<file path="src/sv/gfcf_pkg.sv">
package gfcf_pkg;

    // request kind carried on tuser
    typedef enum logic {
        KIND_MUL = 1'b0,
        KIND_INV = 1'b1
    } kind_t;

    typedef logic [3:0] nib_t;
    typedef logic [7:0] byte_t;

    // constant v of the extension y^2 = y + v
    localparam nib_t GF16_V = 4'he;

    // rows of the basis change into the composite field
    localparam byte_t TO_COMP [8] = '{
        8'h71, 8'h06, 8'h82, 8'h14, 8'h70, 8'hd2, 8'hac, 8'ha0
    };

    // rows of the basis change back to the polynomial basis
    localparam byte_t FROM_COMP [8] = '{
        8'h11, 8'hb0, 8'hb2, 8'h72, 8'hba, 8'h34, 8'h9e, 8'hb4
    };

    // GF(2^4) inverse, zero maps to zero
    localparam nib_t GF16_INV [16] = '{
        4'h0, 4'h1, 4'h9, 4'he, 4'hd, 4'hb, 4'h7, 4'h6,
        4'hf, 4'h2, 4'hc, 4'h5, 4'ha, 4'h4, 4'h3, 4'h8
    };

    // bit i of the result is the parity of row i and x
    function automatic byte_t apply_matrix(input byte_t rows [8], input byte_t x);
        byte_t r;
        r = '0;
        for (int i = 0; i < 8; i++) begin
            r[i] = ^(rows[i] & x);
        end
        return r;
    endfunction

    // multiply by x modulo x^4+x+1
    function automatic nib_t nib_xtime(input nib_t a);
        nib_t r;
        r = {a[2:0], 1'b0};
        if (a[3]) begin
            r = r ^ 4'h3;
        end
        return r;
    endfunction

    // GF(2^4) multiply, shift and add over four bits
    function automatic nib_t nib_mul(input nib_t a, input nib_t b);
        nib_t r;
        nib_t s;
        r = '0;
        s = a;
        for (int i = 0; i < 4; i++) begin
            if (b[i]) begin
                r = r ^ s;
            end
            s = nib_xtime(s);
        end
        return r;
    endfunction

    // GF(2^4) squaring is linear
    function automatic nib_t nib_square(input nib_t a);
        return {a[3], a[1] ^ a[3], a[2], a[0] ^ a[2]};
    endfunction

endpackage

</file>
<file path="src/sv/gf256_composite_field_mul_inv_top.sv">
// GF(2^8) multiply or inverse over the composite field GF((2^4)^2). Each request
// carries a kind on s_tuser (0 multiply operand_a by operand_b, 1 invert operand_a;
// operand_b is then ignored, and zero inverts to zero). The datapath is a four-stage
// pipeline: basis change in, GF(2^4) products and norm, recombination with the
// inverse table, basis change out. A request moves through stages 1 to 3 into the
// output register; one is taken every cycle unless a stall reaches stage 1. The
// output register holds a result until m_tready, while empty stages in front of it
// keep filling. No state is kept between requests; reset only empties the pipeline.
module gf256_composite_field_mul_inv_top (
    input  logic        aclk,
    input  logic        aresetn,
    input  logic        s_tvalid,
    output logic        s_tready,
    input  logic [15:0] s_tdata,   // [7:0] operand_a, [15:8] operand_b
    input  logic        s_tuser,   // [0] kind
    output logic        m_tvalid,
    input  logic        m_tready,
    output logic [7:0]  m_tdata    // [7:0] product_or_inverse
);

    localparam int NUM_STAGES = 4;

    logic [NUM_STAGES-1:0] valid_reg;
    logic [NUM_STAGES-1:0] valid_next;
    logic [NUM_STAGES-1:0] load;

    // stage 1 payload: composite operands
    gfcf_pkg::kind_t   s1_kind_reg;
    gfcf_pkg::byte_t   s1_g_reg;
    gfcf_pkg::byte_t   s1_h_reg;

    // stage 2 payload: nibble products and norm
    gfcf_pkg::kind_t   s2_kind_reg;
    gfcf_pkg::nib_t    s2_gh_reg;
    gfcf_pkg::nib_t    s2_gl_reg;
    gfcf_pkg::nib_t    s2_phh_reg;
    gfcf_pkg::nib_t    s2_pcross_reg;
    gfcf_pkg::nib_t    s2_pll_reg;
    gfcf_pkg::nib_t    s2_norm_reg;

    // stage 3 payload: composite result
    gfcf_pkg::byte_t   s3_res_reg;

    // stage 4 payload: output byte
    gfcf_pkg::byte_t   s4_out_reg;

    gfcf_pkg::nib_t    s1_gh;
    gfcf_pkg::nib_t    s1_gl;
    gfcf_pkg::nib_t    s1_hh;
    gfcf_pkg::nib_t    s1_hl;
    gfcf_pkg::nib_t    s3_hi;
    gfcf_pkg::nib_t    s3_lo;
    gfcf_pkg::nib_t    s3_ni;

    // a stage loads when it is empty or its content moves on
    always_comb begin
        load[NUM_STAGES-1] = !valid_reg[NUM_STAGES-1] || m_tready;
        for (int k = NUM_STAGES - 2; k >= 0; k--) begin
            load[k] = !valid_reg[k] || load[k+1];
        end
    end

    always_comb begin
        valid_next[0] = load[0] ? s_tvalid : valid_reg[0];
        for (int k = 1; k < NUM_STAGES; k++) begin
            valid_next[k] = load[k] ? valid_reg[k-1] : valid_reg[k];
        end
    end

    always_ff @(posedge aclk) begin
        if (!aresetn) begin
            valid_reg <= '0;
        end else begin
            valid_reg <= valid_next;
        end
    end

    assign s_tready = load[0];
    assign m_tvalid = valid_reg[NUM_STAGES-1];
    assign m_tdata  = s4_out_reg;

    // stage 1: basis change of both operands
    always_ff @(posedge aclk) begin
        if (load[0]) begin
            s1_kind_reg <= gfcf_pkg::kind_t'(s_tuser);
            s1_g_reg    <= gfcf_pkg::apply_matrix(gfcf_pkg::TO_COMP, s_tdata[7:0]);
            s1_h_reg    <= gfcf_pkg::apply_matrix(gfcf_pkg::TO_COMP, s_tdata[15:8]);
        end
    end

    assign s1_gh = s1_g_reg[7:4];
    assign s1_gl = s1_g_reg[3:0];
    assign s1_hh = s1_h_reg[7:4];
    assign s1_hl = s1_h_reg[3:0];

    // stage 2: subfield products, norm for inversion
    always_ff @(posedge aclk) begin
        if (load[1]) begin
            s2_kind_reg   <= s1_kind_reg;
            s2_gh_reg     <= s1_gh;
            s2_gl_reg     <= s1_gl;
            s2_phh_reg    <= gfcf_pkg::nib_mul(s1_gh, s1_hh);
            s2_pcross_reg <= gfcf_pkg::nib_mul(s1_gh, s1_hl)
                           ^ gfcf_pkg::nib_mul(s1_gl, s1_hh);
            s2_pll_reg    <= gfcf_pkg::nib_mul(s1_gl, s1_hl);
            s2_norm_reg   <= gfcf_pkg::nib_mul(gfcf_pkg::nib_square(s1_gh), gfcf_pkg::GF16_V)
                           ^ gfcf_pkg::nib_mul(s1_gh, s1_gl)
                           ^ gfcf_pkg::nib_square(s1_gl);
        end
    end

    // stage 3: recombine product, or norm inverse times conjugate
    always_comb begin
        s3_ni = gfcf_pkg::GF16_INV[s2_norm_reg];
        unique case (s2_kind_reg)
            gfcf_pkg::KIND_MUL: begin
                s3_hi = s2_pcross_reg ^ s2_phh_reg;
                s3_lo = s2_pll_reg ^ gfcf_pkg::nib_mul(s2_phh_reg, gfcf_pkg::GF16_V);
            end
            gfcf_pkg::KIND_INV: begin
                s3_hi = gfcf_pkg::nib_mul(s2_gh_reg, s3_ni);
                s3_lo = gfcf_pkg::nib_mul(s2_gh_reg ^ s2_gl_reg, s3_ni);
            end
            default: begin
                s3_hi = '0;
                s3_lo = '0;
            end
        endcase
    end

    always_ff @(posedge aclk) begin
        if (load[2]) begin
            s3_res_reg <= {s3_hi, s3_lo};
        end
    end

    // stage 4: back to the polynomial basis
    always_ff @(posedge aclk) begin
        if (load[3]) begin
            s4_out_reg <= gfcf_pkg::apply_matrix(gfcf_pkg::FROM_COMP, s3_res_reg);
        end
    end

`ifndef SYNTHESIS
    // an accepted request always lands in the first stage
    a_accept_lands: assert property (@(posedge aclk) disable iff (!aresetn)
        s_tvalid && s_tready |=> valid_reg[0])
        else $error("accepted request not captured in stage 1");

    // a full pipeline with a stalled output takes no request
    a_full_blocks: assert property (@(posedge aclk) disable iff (!aresetn)
        (&valid_reg) && !m_tready |-> !s_tready)
        else $error("request taken while pipeline full and stalled");

    // a held item in stage 3 is not dropped while the output stalls
    a_stage3_holds: assert property (@(posedge aclk) disable iff (!aresetn)
        valid_reg[2] && !load[3] |=> valid_reg[2])
        else $error("stage 3 item lost during stall");

    // reset empties the pipeline
    a_reset_empty: assert property (@(posedge aclk)
        !aresetn |=> valid_reg == '0)
        else $error("pipeline not empty after reset");
`endif

endmodule
</file>
<file path="config.mk">
export PLATFORM = sky130hd
export DESIGN_NAME = gf256_composite_field_mul_inv_top
export DESIGN_NICKNAME = d
export VERILOG_FILES = /design/src/sv/gfcf_pkg.sv /design/src/sv/gf256_composite_field_mul_inv_top.sv
export SDC_FILE = /design/constraint.sdc
export NUM_CORES = 1
export LEC_CHECK = 0
export BUFFER_PORTS_ARGS = -buffer_cell sky130_fd_sc_hd__buf_2
export CAP_MARGIN = 20
export CORE_MARGIN = 10
export CORE_UTILIZATION = 50
export CTS_CLUSTER_DIAMETER = 100
export DETAILED_ROUTE_END_ITERATION = 10
export GPL_TIMING_DRIVEN = 0
export HOLD_SLACK_MARGIN = 0.02
export PLACE_DENSITY = 0.66
export SETUP_SLACK_MARGIN = 0.4
export SLEW_MARGIN = 20
export SYNTH_ARGS = -nofsm -noshare
export SYNTH_HDL_FRONTEND = slang
export SYNTH_SLANG_ARGS = --single-unit
</file>
<file path="constraint.sdc">
create_clock -name aclk -period 3.65 [get_ports aclk]
set_clock_uncertainty 0.2 [all_clocks]
set_input_delay 0.1825 -clock aclk [delete_from_list [all_inputs] [get_ports aclk]]
set_output_delay 0.1825 -clock aclk [all_outputs]
set_load 0.03 [all_outputs]
</file>
# Yosys cells after proc, flatten, opt, wreduce, memory -nomap -nowiden
# Memories as Yosys holds them, arrays and structs flattened.
# Cells that the tools add are included.
# classes
magnitude_cmp	1
muxes	98
bitwise_logic	55
n_reduce_logical	32
# ops
op	count
4-bit 2-to-1 mux	78
8-bit parity	24
4-bit XOR	31
2-bit 2-to-1 mux	18
2-bit NOT	18
4-bit case mux with 2 select lines	2
5-bit greater-or-equal comparator, second input constant	1
4-bit NOT with 5-bit output	1
1-bit logical NOT	4
1-bit logical OR	4
1-bit XOR	4
1-bit NOT	1
# word_totals
romBits	64
output_inout_bits	10
regBits	62
n_memories	1
word_cells	203
# mem_list
name	depth	word_bits	rd	rd_clocked_by_memory_dff	wr	line	rtl
(no name shown)	16	4	1	0	0	gf256_composite_field_mul_inv_top.sv:114	s3_ni = gfcf_pkg::GF16_INV[s2_norm_reg];

# Depth between registers and ports, before layout
# Gate-level depths: netlist of the first run.
# depth
depth_word	16
ltp_mapped	8
ltp_nobuf	8

# Least setup slack after synthesis of the first run
# OpenSTA, ideal clock, no wires.
# synth_path
path_kind	flip-flop to flip-flop
start	register s2_norm_reg[1]
end	register s3_res_reg[6] (data pin)
path_stages_with_launch	9
period_less_slack_ns	2.582
path_buffers	0
required_time_ns	3.180
path_slack_ns	1.068
arrival_time_ns	2.111
cell_sequence	edfxtp_1 -> inv_1 -> ha_1 -> or3b_4 -> a22oi_4 -> and3b_1 -> a221oi_2 -> xnor2_1 -> a21oi_1
# synth_via
elab_chain_cells	15
# synth_lines
item	line	rtl
from (decl)	gf256_composite_field_mul_inv_top.sv:39	gfcf_pkg::nib_t s2_norm_reg;
from (signal assigned)	gf256_composite_field_mul_inv_top.sv:106	s2_norm_reg <= gfcf_pkg::nib_mul(gfcf_pkg::nib_square(s1_gh), gfcf_pkg::GF16_V)
4-bit NOT with 5-bit output (not written as such) (*)	gf256_composite_field_mul_inv_top.sv:114	
memory read 16 x 4 bit (*)	n/a	
4-bit 2-to-1 mux (not written as such) (*) (2 in a row)	gf256_composite_field_mul_inv_top.sv:114	
4-bit 2-to-1 mux	gfcf_pkg.sv:58	if (b[i]) begin
4-bit 2-to-1 mux	gf256_composite_field_mul_inv_top.sv:115	unique case (s2_kind_reg)
4-bit XOR	gfcf_pkg.sv:59	r = r ^ s;
4-bit 2-to-1 mux	gfcf_pkg.sv:58	
4-bit 2-to-1 mux	gf256_composite_field_mul_inv_top.sv:115	
4-bit XOR	gfcf_pkg.sv:59	
4-bit 2-to-1 mux	gfcf_pkg.sv:58	
4-bit 2-to-1 mux	gf256_composite_field_mul_inv_top.sv:115	
4-bit XOR	gfcf_pkg.sv:59	
4-bit 2-to-1 mux (*)	gfcf_pkg.sv:58	
4-bit case mux with 2 select lines (*)	gf256_composite_field_mul_inv_top.sv:115	
via s3_hi[2]	gf256_composite_field_mul_inv_top.sv:51	gfcf_pkg::nib_t s3_hi;
to (signal assigned)	gf256_composite_field_mul_inv_top.sv:133	s3_res_reg <= {s3_hi, s3_lo};
to (decl)	gf256_composite_field_mul_inv_top.sv:42	gfcf_pkg::byte_t s3_res_reg;
# Mark *: on every way through the listed nets, which the timed path passes. The rest lies on a longest branch. The select of a mux whose other input is x is not followed.
# A chain may end at the register's enable or synchronous reset.

# Worst setup path in the final report of the first run
# Ends and elaborated chain as after synthesis.

==> out/results.txt, run 1 <==
The startpoint of the worst-slack reg-to-reg timing path is s2_norm_reg[1]$_DFFE_PP_. The overall power is 0.00480 W, and the footprint of the flip-flops and latches is 0.00182 mm^2. For the half-perimeter wire length of the detailed placement result, the log shows 6.99 mm. Counting the fill cells in the layout gives 698. Walking the worst path, the cells encountered are inv_1 -> ha_1 -> or3b_4 -> a22oi_4 -> nor3b_1 -> a221oi_2 -> xnor2_1 -> a21oi_1. For the global router's overall resource usage, the log shows 0.148. The run gives 0.277 as the sequential cell fraction of total power. The total placed cells including tap cells is 597. The switching portion of total power is 0.401, and the peak fanout along the critical path is 9.

In this run, synthesis produced a sequential element count of 62. At the end of the flow, the number of nets in the layout was 548. Synthesized instance count: 459. The cell class contributing the biggest share of worst-path delay is simple AND/OR/NAND/NOR gates. TritonCTS created 9 clock buffers. After detailed routing, the average wire length per cell comes to 14.8 um. Internal power comes to 0.00287 W. The number of design-rule violations left by the first detailed-router iteration was 210; the initial core utilization was 0.515. The tools report the switching power summed over all nets as 0.00193 W. The run finished with clean final reports. The fraction of registers with async set or reset after synthesis works out to 0. Global routing finished with a remaining overflow of 0. Summed over all cells, the static leakage comes to 1.98 nW. The final layout contains routed wiring with a total length of 9.37 mm.

Relative contribution of combinational cells to total power: 0.566. The cell area that synthesis handed to floorplanning was 0.00449 mm^2. CTS built an H-tree with a depth of 3. After clock tree synthesis, the clock-pin slew on the worst setup and hold paths is 0.08 ns. The required time at the worst-slack endpoint is 3.53 ns. Dividing the detail-routed via count by the number of cells gives 5.31. The minimum period implied by the final worst setup slack works out to 3.02 ns.

The total count of hold-check failures in the final report is 0, and the count of unique library cells instantiated by Yosys is 45. Setup repair after global routing left no endpoint under its margin. Cell count of the worst hold path: 3. The areal power density over the cells came out at 916 mW/mm^2. The tools report the count of final max-slew check failures as 0. In this run the critical register-to-register path is captured at s3_res_reg[6]$_DFFE_PP_. The depth of the most critical reg-to-reg path is 8. The top flip-flop cell by instance count after synthesis is edfxtp_1. Max-cap violations in this run came to 0. STA puts the critical path data arrival time at 2.90 ns. The cell sitting at the root of the clock tree is a clkbuf_8.

The first detailed-routing pass ran for 5 iterations. Compared with the post-synthesis result, the final layout area differs by 16.6%. TritonCTS built the clock tree.

For the register-to-register setup slack, the log shows 0.63 ns. Static timing analysis puts the maximum clock frequency at 0.332 GHz. The transition at the pin with the smallest max-transition slack was 0.885 ns.

Counting every net in the synthesized netlist gives 486. The summed negative setup slack over all endpoints was 0 ns. The post-CTS setup buffer count was 0. The tools report the critical path startpoint category as a flop.

The proportion of layout cells with a drive suffix above 1 is 0.122, and the first-pass GRT wire length is 15.8 mm. The library cell contributing the largest single delay on the critical path was edfxtp_1. In this run the core area contains 34 standard-cell rows. Setup violations remaining at the end of the flow were counted as 0. The clock reaches the later pin of the worst-skew pair after 0.34 ns. The die span in y is 115 um. In this design, the stage delay of the slowest critical-path cell is 0.49 ns.

The run gives 0.0132 mm^2 as the full die area. The worst hold path begins at s_tdata[11]. Mean post-synth cell area: 9.79 um^2. The via count of the first global-routing pass is 3,355. The number of buffers and inverters on the critical path is 1.

Number of antenna violations at the first check in global routing: 0. VDD sags by at most 0.367 mV. The run gives 0.157 as the relative contribution of the clock network to total power. For this run, the number of Yosys warnings is 0. In this run the tool buffered the top-level ports with 30 buffer cells. In the routed design, unresolved DRC markers number 0. After the flow finishes, the layout carries non-filler instances totaling 634.

Footprint of the multi-input gates: 0.00251 mm^2. The worst-case hold path end point is s1_h_reg[6]$_DFFE_PP_. The maximum number of buffers from clock root to sink came out at 2. The tools report the top-level I/O count as 31. For the sequential cell area fraction in the yosys report, the log shows 0.405.

The number of antenna diodes in the final layout is 0. The period utilization came out at 0.826. The critical path is of the flop to flop type. The worst max-slew margin expressed relative to the limit came out at 0.410.

Counting every sink on the clock net gives 62. The largest net degree at the start of global routing is 26, and the number of enable-type register cells in the synthesized netlist is 58. The congestion estimate from routability-driven global placement came to 0.913. Type of the tightest min-delay check: primary input to flop. The post-CTS resize count was 0; the width of the die was 115 um. The core region is 0.00872 mm^2. STA classifies the critical path endpoint as a flop. The total number of vias is 3,365.

The count of nets left with antenna violations once routing finished came out at 0.
## final cells by class
class | count | share of cell area
Multi-Input combinational cell | 355 | 0.479
Inverter | 12 | 0.00860
Clock inverter | 7 | 0.0239
Sequential cell | 62 | 0.348
Timing Repair Buffer | 51 | 0.0688
Clock buffer | 9 | 0.0237
Tap cell | 108 | 0.0258
Buffer | 30 | 0.0222
## layout by cell type (no fill, tap or decap), types with 5 or more instances in the layout
| cell type | netlist | layout |
|---|---|---|
| buf_2 | 3 | 33 |
| xor2_1 | 41 | 41 |
| dlygate4sd3_1 | 0 | 21 |
| o21ai_0 | 13 | 13 |
| nand2_1 | 54 | 54 |
| nor2b_1 | 10 | 10 |
| nor2_1 | 32 | 32 |
| nand2b_1 | 8 | 8 |
| ha_1 | 6 | 6 |
| nor3_1 | 5 | 5 |
| a21oi_1 | 26 | 26 |
| xnor2_1 | 91 | 91 |
| clkbuf_1 | 23 | 23 |
| mux2i_1 | 10 | 10 |
| clkbuf_8 | 0 | 9 |
| mux2_2 | 6 | 6 |
| inv_1 | 12 | 12 |
| edfxtp_1 | 58 | 58 |
| a22oi_1 | 6 | 6 |
## per-stage QoR
step / worst slack, ns / hold slack, ns / utilization / instance area (um^2)
final: 0.634 / 0.0364 / 0.601 / 5240
after detailed placement: 0.684 / 0.181 / 0.548 / 4780
after global placement: 0.713 / 0.191 / 0.548 / 4780
after floorplan: 1.07 / 0.0814 / - / 4490
after CTS: 0.677 / 0.0252 / 0.601 / 5240
after global routing: 0.490 / 0.0664 / 0.601 / 5240
## worst register-to-register path: stages, from the launching register on
cell and delay, ns:
edfxtp_1 0.49, inv_1 0.14, ha_1 0.25, or3b_4 0.42, a22oi_4 0.32, nor3b_1 0.41
a221oi_2 0.12, xnor2_1 0.30, a21oi_1 0.11
## cell usage after synthesis (2+ instances only)
cell,instances,share of area
a311oi_1,2,0.0039
a221oi_1,2,0.0039
or2_2,2,0.0028
xnor2_1,91,0.18
dfxtp_1,4,0.018
a211oi_1,3,0.0050
a31oi_1,2,0.0028
nor3_1,5,0.0056
mux2i_1,10,0.022
nand2b_1,8,0.011
clkbuf_1,23,0.019
a22oi_1,6,0.010
o21a_1,2,0.0033
edfxtp_1,58,0.39
mux2_2,6,0.015
xor2_1,41,0.080
nand2_1,54,0.045
mux4_2,2,0.010
buf_2,3,0.0033
o211ai_1,2,0.0033
ha_1,6,0.017
o22a_1,3,0.0058
a21boi_0,2,0.0033
inv_1,12,0.010
o21ai_0,13,0.014
nor2_1,32,0.027
o22ai_1,4,0.0056
a221oi_2,2,0.0067
nor3b_1,3,0.0050
nor2b_1,10,0.014
and2_1,2,0.0028
a21oi_1,26,0.029
buf_1,4,0.0033
nand3_1,3,0.0033
## repair_timing
item                                   CTS  global route
setup endpoints to repair                0             0
hold buffers                            21             0
endpoints found under the hold margin   18             0
## worst max-delay path by stage
stage / to / slack (ns) / cells after the start / start
after CTS: s3_res_reg[6]$_DFFE_PP_ / 0.68 / 8 / s2_norm_reg[1]$_DFFE_PP_
after floorplan: s3_res_reg[6]$_DFFE_PP_ / 1.07 / 8 / s2_norm_reg[1]$_DFFE_PP_
final: s3_res_reg[6]$_DFFE_PP_ / 0.63 / 8 / s2_norm_reg[1]$_DFFE_PP_
after global routing: s3_res_reg[6]$_DFFE_PP_ / 0.49 / 8 / s2_norm_reg[1]$_DFFE_PP_
after detailed placement: s3_res_reg[6]$_DFFE_PP_ / 0.68 / 8 / s2_norm_reg[1]$_DFFE_PP_
after global placement: s3_res_reg[6]$_DFFE_PP_ / 0.71 / 8 / s2_norm_reg[1]$_DFFE_PP_
## cells by family after synthesis
logic type | after synthesis | synth area share
xor+xnor | 132 | 0.257
simple gates | 123 | 0.124
buf+inv | 42 | 0.0359
fa+ha+maj | 6 | 0.0167
mux | 18 | 0.0473
flops | 62 | 0.405
compound gates | 76 | 0.114
## power by group through the flow
| stage | clock network (W) | logic [W] | registers [W] |
|---|---|---|---|
| detailed placement | 0 | 0.00268 | 0.00135 |
| CTS | 0.000768 | 0.00272 | 0.00133 |
| global route | 0.000804 | 0.00296 | 0.00136 |
| finish | 0.000753 | 0.00272 | 0.00133 |
| global placement | 0 | 0.00262 | 0.00134 |
| floorplan | 0 | 0.00209 | 0.00141 |
## metal layers
| layer | vias to the layer above | wire (um) | global-route usage | part of all wire |
|---|---|---|---|---|
| li1 | 1683 | - | - | - |
| met1 | 1571 | 3920 | 0.170 | 0.42 |
| met2 | 94 | 4710 | 0.255 | 0.50 |
| met3 | 17 | 508 | 0.0422 | 0.054 |
| met4 | 0 | 238 | 0.0594 | 0.025 |
| met5 | - | 0 | 0 | 0 |
Power figures use the tool's default switching activity.
==> run 2: changes to the inputs <==
- clock period: 3.65 -> 2.8 ns (I/O delays scaled with it)
==> out/results.txt, run 2 (synthesis gave the netlist of run 1 again) <==
The run finished with clean final reports. The total wire length after detailed routing was 9.38 mm (about the same); the worst max-slew margin expressed relative to the limit was 0.414 (+0.00424). The run gives 0.377 GHz (+14%) as the maximum clock rate. The minimum period implied by the final worst setup slack is 2.65 ns (-0.366 ns), and the area growth from synthesis to final layout is 17.5%. For the footprint of the multi-input gates, the log shows 0.00254 mm^2 (+1.2%).

Clock insertion delay at the later pin of the skew report: 0.34 ns (about the same). The placer's final routability congestion estimate is 0.905 (-0.92%), and the switching portion of total power is 0.405 (+0.00355). The cell count of the worst hold path works out to 3 (unchanged).

Post-route DRC violation count: 0 (unchanged). Total placed cells including tap cells: 597 (unchanged). The number of inserted diodes was 0 (unchanged).

The library cells used most frequently in the layout, excluding fill and tap cells, are xnor2_1 (91), edfxtp_1 (58), nand2_1 (53), xor2_1 (41), buf_2 (33). Depth of the most critical reg-to-reg path: 7 (-1). The top-level I/O count came out at 31 (unchanged). The total internal power is 0.00366 W (+28%). The count of final max-slew check failures was 0 (unchanged); the footprint of the flip-flops and latches was 0.00182 mm^2 (unchanged). The length of the first detailed-routing pass in iterations was 4 (-1). The via count of the first global-routing pass is 3,351 (-0.12%), and the total number of vias is 3,387 (+0.65%). The area of the core came out at 0.00872 mm^2 (unchanged).

The run gives 2.68 ns (-0.85 ns) as the required time at the worst-slack endpoint. The worst min-delay path startpoint is s_tdata[6]. The logs give 0.280 (+0.003) for the sequential cell fraction of total power and 9 (unchanged) for the CTS buffer count. The die span in y was 115 um (unchanged). The endpoint identified for the worst register-to-register timing path is s3_res_reg[5]$_DFFE_PP_.

The post-detailed-route wirelength per cell came out at 14.6 um (-1.0%). The logs give 0 (unchanged) for the max-cap violation count and 62 (unchanged) for the total clock sinks. The setup slack at placement is -0.0909 ns (-0.775 ns). Peak fanout along the critical path: 6 (-3).

STA classifies the critical path startpoint as a flop. The tools report the relative contribution of combinational cells to total power as 0.595 (+0.029). The final setup slack of the worst path was 0.151 ns (-0.484 ns); the full die area was 0.0132 mm^2 (unchanged).

The worst setup path is of the flop to flop kind. The maximum number of buffers from clock root to sink is 2 (unchanged), and the number of nets in the finished design is 555 (+1.3%). The critical path starts at s2_norm_reg[1]$_DFFE_PP_.

The critical path depth in cells was 7 (-1). Library cell contributing the largest single delay on the critical path: edfxtp_1. The tools report the half-perimeter wire length of the detailed placement result as 6.76 mm (-3.2%). The static leakage was 2.01 nW (+1.8%); the transition at the pin with the smallest max-transition slack was 0.878 ns (-0.00636 ns). The min-delay analysis places its worst path in the category primary input to flop. The number of buffers and inverters on the critical path came out at 0 (-1). The first-pass GRT wire length was 16.0 mm (+1.2%). STA classifies the critical path endpoint as a flop. The kind of cell with the highest combined delay along the critical path is simple AND/OR/NAND/NOR gates. The largest net degree at the start of global routing is 26 (unchanged). Initial core utilization: 0.515 (unchanged). The number of design-rule violations left by the first detailed-router iteration came out at 207 (-1.4%). The total cell area at the placement stage was 0.00478 mm^2 (+0.10%); the proportion of layout cells with a drive suffix above 1 was 0.159 (+0.0378). In this run the critical register-to-register path is launched from s2_norm_reg[1]$_DFFE_PP_. The total count of hold-check failures in the final report is 0 (unchanged), and the global route total overflow is 0 (unchanged).

The areal power density over the cells works out to 1170 mW/mm^2 (+27%). The signal on the critical path passes through ha_2 -> or3b_4 -> a22oi_4 -> and3b_2 -> a221oi_2 -> xnor2_1 -> mux2i_1. The tools report the final setup violation count as 0 (unchanged). Leaving out fill and tap cells, the most frequent cell in the layout is xnor2_1. The number of vias per cell was 5.28 (-0.45%).

The width of the die is 115 um (unchanged). The tools report the number of cells in the finished layout apart from fillers as 641 (+1.1%). CTS placed an instance of clkbuf_8 at the clock tree root. The switching power summed over all nets is 0.00249 W (+29%), and the period utilization is 0.946 (+0.120).

The run gives 34 (unchanged) as the number of placement rows. For the share of the core filled with cells in the final layout, the log shows 0.605 (+0.00473). The total of buffers placed on input and output ports is 30 (unchanged), and the final design instance area without fill is 0.00528 mm^2 (+0.79%). For hold timing, the worst endpoint is s1_g_reg[5]$_DFFE_PP_.

The tools report the largest vdd supply drop as 0.440 mV (+20%). Setup repair after global routing could not meet its margin everywhere. The overall power came out at 0.00616 W (+28%). TritonCTS built the clock tree.

The clock-pin slew of the registers on the worst-case setup and hold paths is 0.07 ns (about the same), and the global router's overall resource usage is 0.148 (about the same). The deepest level of the CTS H-tree came out at 3 (unchanged). The peak per-stage delay on the critical path was 0.49 ns (about the same); the fill cell total of the finished layout was 729 (+4.4%). For the number of antenna violations at the first check in global routing, the log shows 0 (unchanged). For the count of nets left with antenna violations after detail routing, the log shows 0 (unchanged).

For the relative contribution of the clock network to total power, the log shows 0.125 (-0.032). The endpoint arrival time on the critical path was 2.53 ns (-0.37 ns); the register-to-register setup slack was 0.15 ns (-0.48 ns).
run 2: metrics by stage:
stage               hold WS, ns  TNS, ns
CTS                      0.0368        0
floorplan                0.0389        0
global route             0.0570        0
global placement          0.148   -0.119
detailed placement        0.131   -0.172
finish                   0.0492        0
run 2: power groups by stage:
stage | Combinational [W] | Sequential [W] | Clock, W
3_5_place_dp | 0.00349 | 0.00176 | 0
2_1_floorplan | 0.00273 | 0.00184 | 0
6_report | 0.00366 | 0.00172 | 0.000770
5_1_grt | 0.00403 | 0.00177 | 0.000831
4_1_cts | 0.00366 | 0.00173 | 0.000786
3_3_place_gp | 0.00344 | 0.00174 | 0
run 2: layout make-up:
| type | instances | share of cell area |
|---|---|---|
| Clock buffer | 9 | 0.0235 |
| Inverter | 12 | 0.00853 |
| Clock inverter | 7 | 0.0140 |
| Multi-Input combinational cell | 355 | 0.481 |
| Sequential cell | 62 | 0.345 |
| Buffer | 30 | 0.0232 |
| Timing Repair Buffer | 58 | 0.0787 |
| Tap cell | 108 | 0.0256 |
run 2: tightest hold or removal path, cell delays in order:
cell    delay (ns)
buf_2         0.09
xor2_1        0.09
xor2_1        0.15
run 2: how the worst max path moves through the flow:
| stage | end | slack (ns) |
|---|---|---|
| 2_1_floorplan | s3_res_reg[6]$_DFFE_PP_ | 0.27 |
| 3_3_place_gp | s3_res_reg[6]$_DFFE_PP_ | -0.08 |
| 3_5_place_dp | s3_res_reg[6]$_DFFE_PP_ | -0.09 |
| 4_1_cts | s3_res_reg[5]$_DFFE_PP_ | 0.17 |
| 5_1_grt | s3_res_reg[5]$_DFFE_PP_ | 0.05 |
| 6_report | s3_res_reg[5]$_DFFE_PP_ | 0.15 |
run 2: metal layers:
metal	wire length (um)	GRT usage
met5	0	0
met3	467	0.0318
met1	3980	0.178
met2	4780	0.255
met4	151	0.0545
run 2: timing repair:
item	4_1_cts	5_1_grt
hold buffers	22	0
setup buffers	5	1
cloned	0	0
endpoints found under the hold margin	19	0
pin swaps	3	0
gates resized for setup	6	10
endpoints found under the setup margin	9	14
==> run 3: changes to the inputs <==
- RECOVER_POWER: not set -> 25
==> out/results.txt, run 3 (synthesis gave the netlist of run 1 again) <==
The run gives 0 (unchanged) as the total count of hold-check failures in the final report. Period utilization: 0.946 (about the same). The tools report the total wire length after detailed routing as 9.39 mm (+0.12%). The number of inserted diodes came out at 0 (unchanged).

The die span in y works out to 115 um (unchanged). The total cell area at the placement stage is 0.00478 mm^2 (unchanged). The type of the tightest min-delay check is primary input to flop.

The run gives 641 (unchanged) as the number of cells in the finished layout apart from fillers. Leading cell type in the layout, fill and taps excluded: xnor2_1. The maximum clock rate is 0.377 GHz (about the same). The areal power density over the cells is 1170 mW/mm^2 (about the same), and the peak fanout along the critical path is 6 (unchanged). The setup path with the least slack is of type flop to flop.

The critical path goes through ha_2 -> or3b_4 -> a22oi_4 -> and3b_2 -> a221oi_2 -> xnor2_1 -> mux2i_1. Area of the core: 0.00872 mm^2 (unchanged). For the clock insertion delay at the later pin of the skew report, the log shows 0.34 ns (about the same). The tools report the largest vdd supply drop as 0.440 mV (about the same).

Top-level I/O count: 31 (unchanged). The library cell used as clock root buffer was clkbuf_8. The logs give 0 (unchanged) for the final setup violation count and 208 (+0.48%) for the number of design-rule violations left by the first detailed-router iteration. The logs give 0 (unchanged) for the global route total overflow and 0.905 (unchanged) for the placer's final routability congestion estimate.

The final design instance area without fill came out at 0.00526 mm^2 (-0.33%). The length of the first detailed-routing pass in iterations is 4 (unchanged), and the total number of vias is 3,390 (+0.089%). From synthesis to final layout, the design area changed by 17.1%. The logs give 16.0 mm (unchanged) for the first-pass GRT wire length and 0 (unchanged) for the count of nets left with antenna violations after detail routing. The width of the die is 115 um (unchanged).

The total clock sinks is 62 (unchanged). Setup repair after global routing could not meet its margin everywhere. The deepest level of the CTS H-tree was 3 (unchanged). The post-route DRC violation count was 0 (unchanged); the worst max-slew margin expressed relative to the limit was 0.414 (about the same). The logs give 0 (unchanged) for the max-cap violation count and 2.68 ns (about the same) for the required time at the worst-slack endpoint. The critical path startpoint category was a flop. The count of final max-slew check failures is 0 (unchanged), and the global router's overall resource usage is 0.148 (unchanged). The library cell contributing the largest single delay on the critical path is edfxtp_1.

The number of vias per cell was 5.29 (about the same); the clock-pin slew of the registers on the worst-case setup and hold paths was 0.07 ns (about the same). The static leakage is 1.97 nW (-2.0%). The depth of the most critical reg-to-reg path came out at 7 (unchanged).

The post-detailed-route wirelength per cell is 14.6 um (+0.12%), and the footprint of the multi-input gates is 0.00254 mm^2 (unchanged). The logs give 9 (unchanged) for the CTS buffer count and 0.515 (unchanged) for the initial core utilization. The worst setup path is captured at a flop. The number of antenna violations at the first check in global routing was 0 (unchanged); the share of the core filled with cells in the final layout was 0.603 (-0.00201).

Transition at the pin with the smallest max-transition slack: 0.879 ns (+0.000326 ns). The library cells used most frequently in the layout, excluding fill and tap cells, are xnor2_1 (91), edfxtp_1 (58), nand2_1 (53), xor2_1 (41), clkbuf_1 (34). The total placed cells including tap cells was 597 (unchanged). The peak per-stage delay on the critical path is 0.49 ns (about the same). The number of nets in the finished design came out at 555 (unchanged). For the maximum number of buffers from clock root to sink, the log shows 2 (unchanged).

The cell count of the worst hold path works out to 3 (unchanged). The minimum period implied by the final worst setup slack is 2.65 ns (-0.000213 ns), and the endpoint arrival time on the critical path is 2.53 ns (about the same). The run gives 6.76 mm (unchanged) as the half-perimeter wire length of the detailed placement result.

The tools report the worst hold slack as 0.0522 ns (+0.00296 ns). The total of buffers placed on input and output ports was 30 (unchanged). The run finished with clean final reports.

The fill cell total of the finished layout was 739 (+1.4%). The proportion of layout cells with a drive suffix above 1 was 0.133 (-0.0263); the full die area was 0.0132 mm^2 (unchanged). The logs give 34 (unchanged) for the number of placement rows and 26 (unchanged) for the largest net degree at the start of global routing. The via count of the first global-routing pass was 3,351 (unchanged); the footprint of the flip-flops and latches was 0.00182 mm^2 (unchanged). TritonCTS built the clock tree.
==> run 3: changes by cell type in the layout (fill, tap and decap cells not counted) <==
cell      before  now
clkbuf_1      20   34
buf_2         33   19
==> run 3: area by class of cell <==
class	count	share of cell area
repair buffers	58	0.0756
multi-input cells	355	0.483
well taps	108	0.0257
clock inverters	7	0.0140
clock buffers	9	0.0235
inverters	12	0.00856
flip-flops and latches	62	0.346
plain buffers	30	0.0233
==> run 3: per-stage QoR <==
stage / setup TNS (ns) / total power (W) / worst slack [ns]
finish: 0 / 0.00614 / 0.151
global route: 0 / 0.00662 / 0.0473
CTS: 0 / 0.00617 / 0.166
detailed placement: -0.172 / 0.00525 / -0.0909
global placement: -0.119 / 0.00519 / -0.0816
floorplan: 0 / 0.00456 / 0.273
==> run 3: per-layer routing <==
metal / track usage / wire [um] / share of wire
met1: 0.178 / 3990 / 0.42
met2: 0.255 / 4790 / 0.51
met3: 0.0318 / 458 / 0.049
met4: 0.0545 / 151 / 0.016
met5: 0 / 0 / 0
==> run 3: path summary, 6_finish.rpt <==
path	to	startpoint	slack [ns]
min	s1_g_reg[5]$_DFFE_PP_	s_tdata[6]	0.05
max	s3_res_reg[5]$_DFFE_PP_	s2_norm_reg[1]$_DFFE_PP_	0.15
min reg2reg	s2_kind_reg$_DFFE_PP_	s1_kind_reg$_DFFE_PP_	0.24
max reg2reg	s3_res_reg[5]$_DFFE_PP_	s2_norm_reg[1]$_DFFE_PP_	0.15
==> run 3: power by group <==
| group | switching, W | total [W] | internal, W |
|---|---|---|---|
| registers | 0.000202 | 0.00172 | 0.00152 |
| clock network | 0.000357 | 0.000770 | 0.000413 |
| logic | 0.00194 | 0.00365 | 0.00171 |
==> run 3: repair_timing <==
action	CTS	global route
endpoints found under the setup margin	9	14
gates resized for setup	6	10
setup buffers	5	1
hold endpoints to repair	19	0
pin swaps	3	0
hold buffers	22	0
==> run 3: critical path: cells and delay by family (launching register included) <==
kind                       cells  cell delay (ns)
and+or+nand+nor                2             0.67
AOI/OAI and AO/OA              2             0.51
DFF                            1             0.49
adders and majority gates      1             0.23
xor gates and xnor gates       1             0.19
muxes                          1             0.10
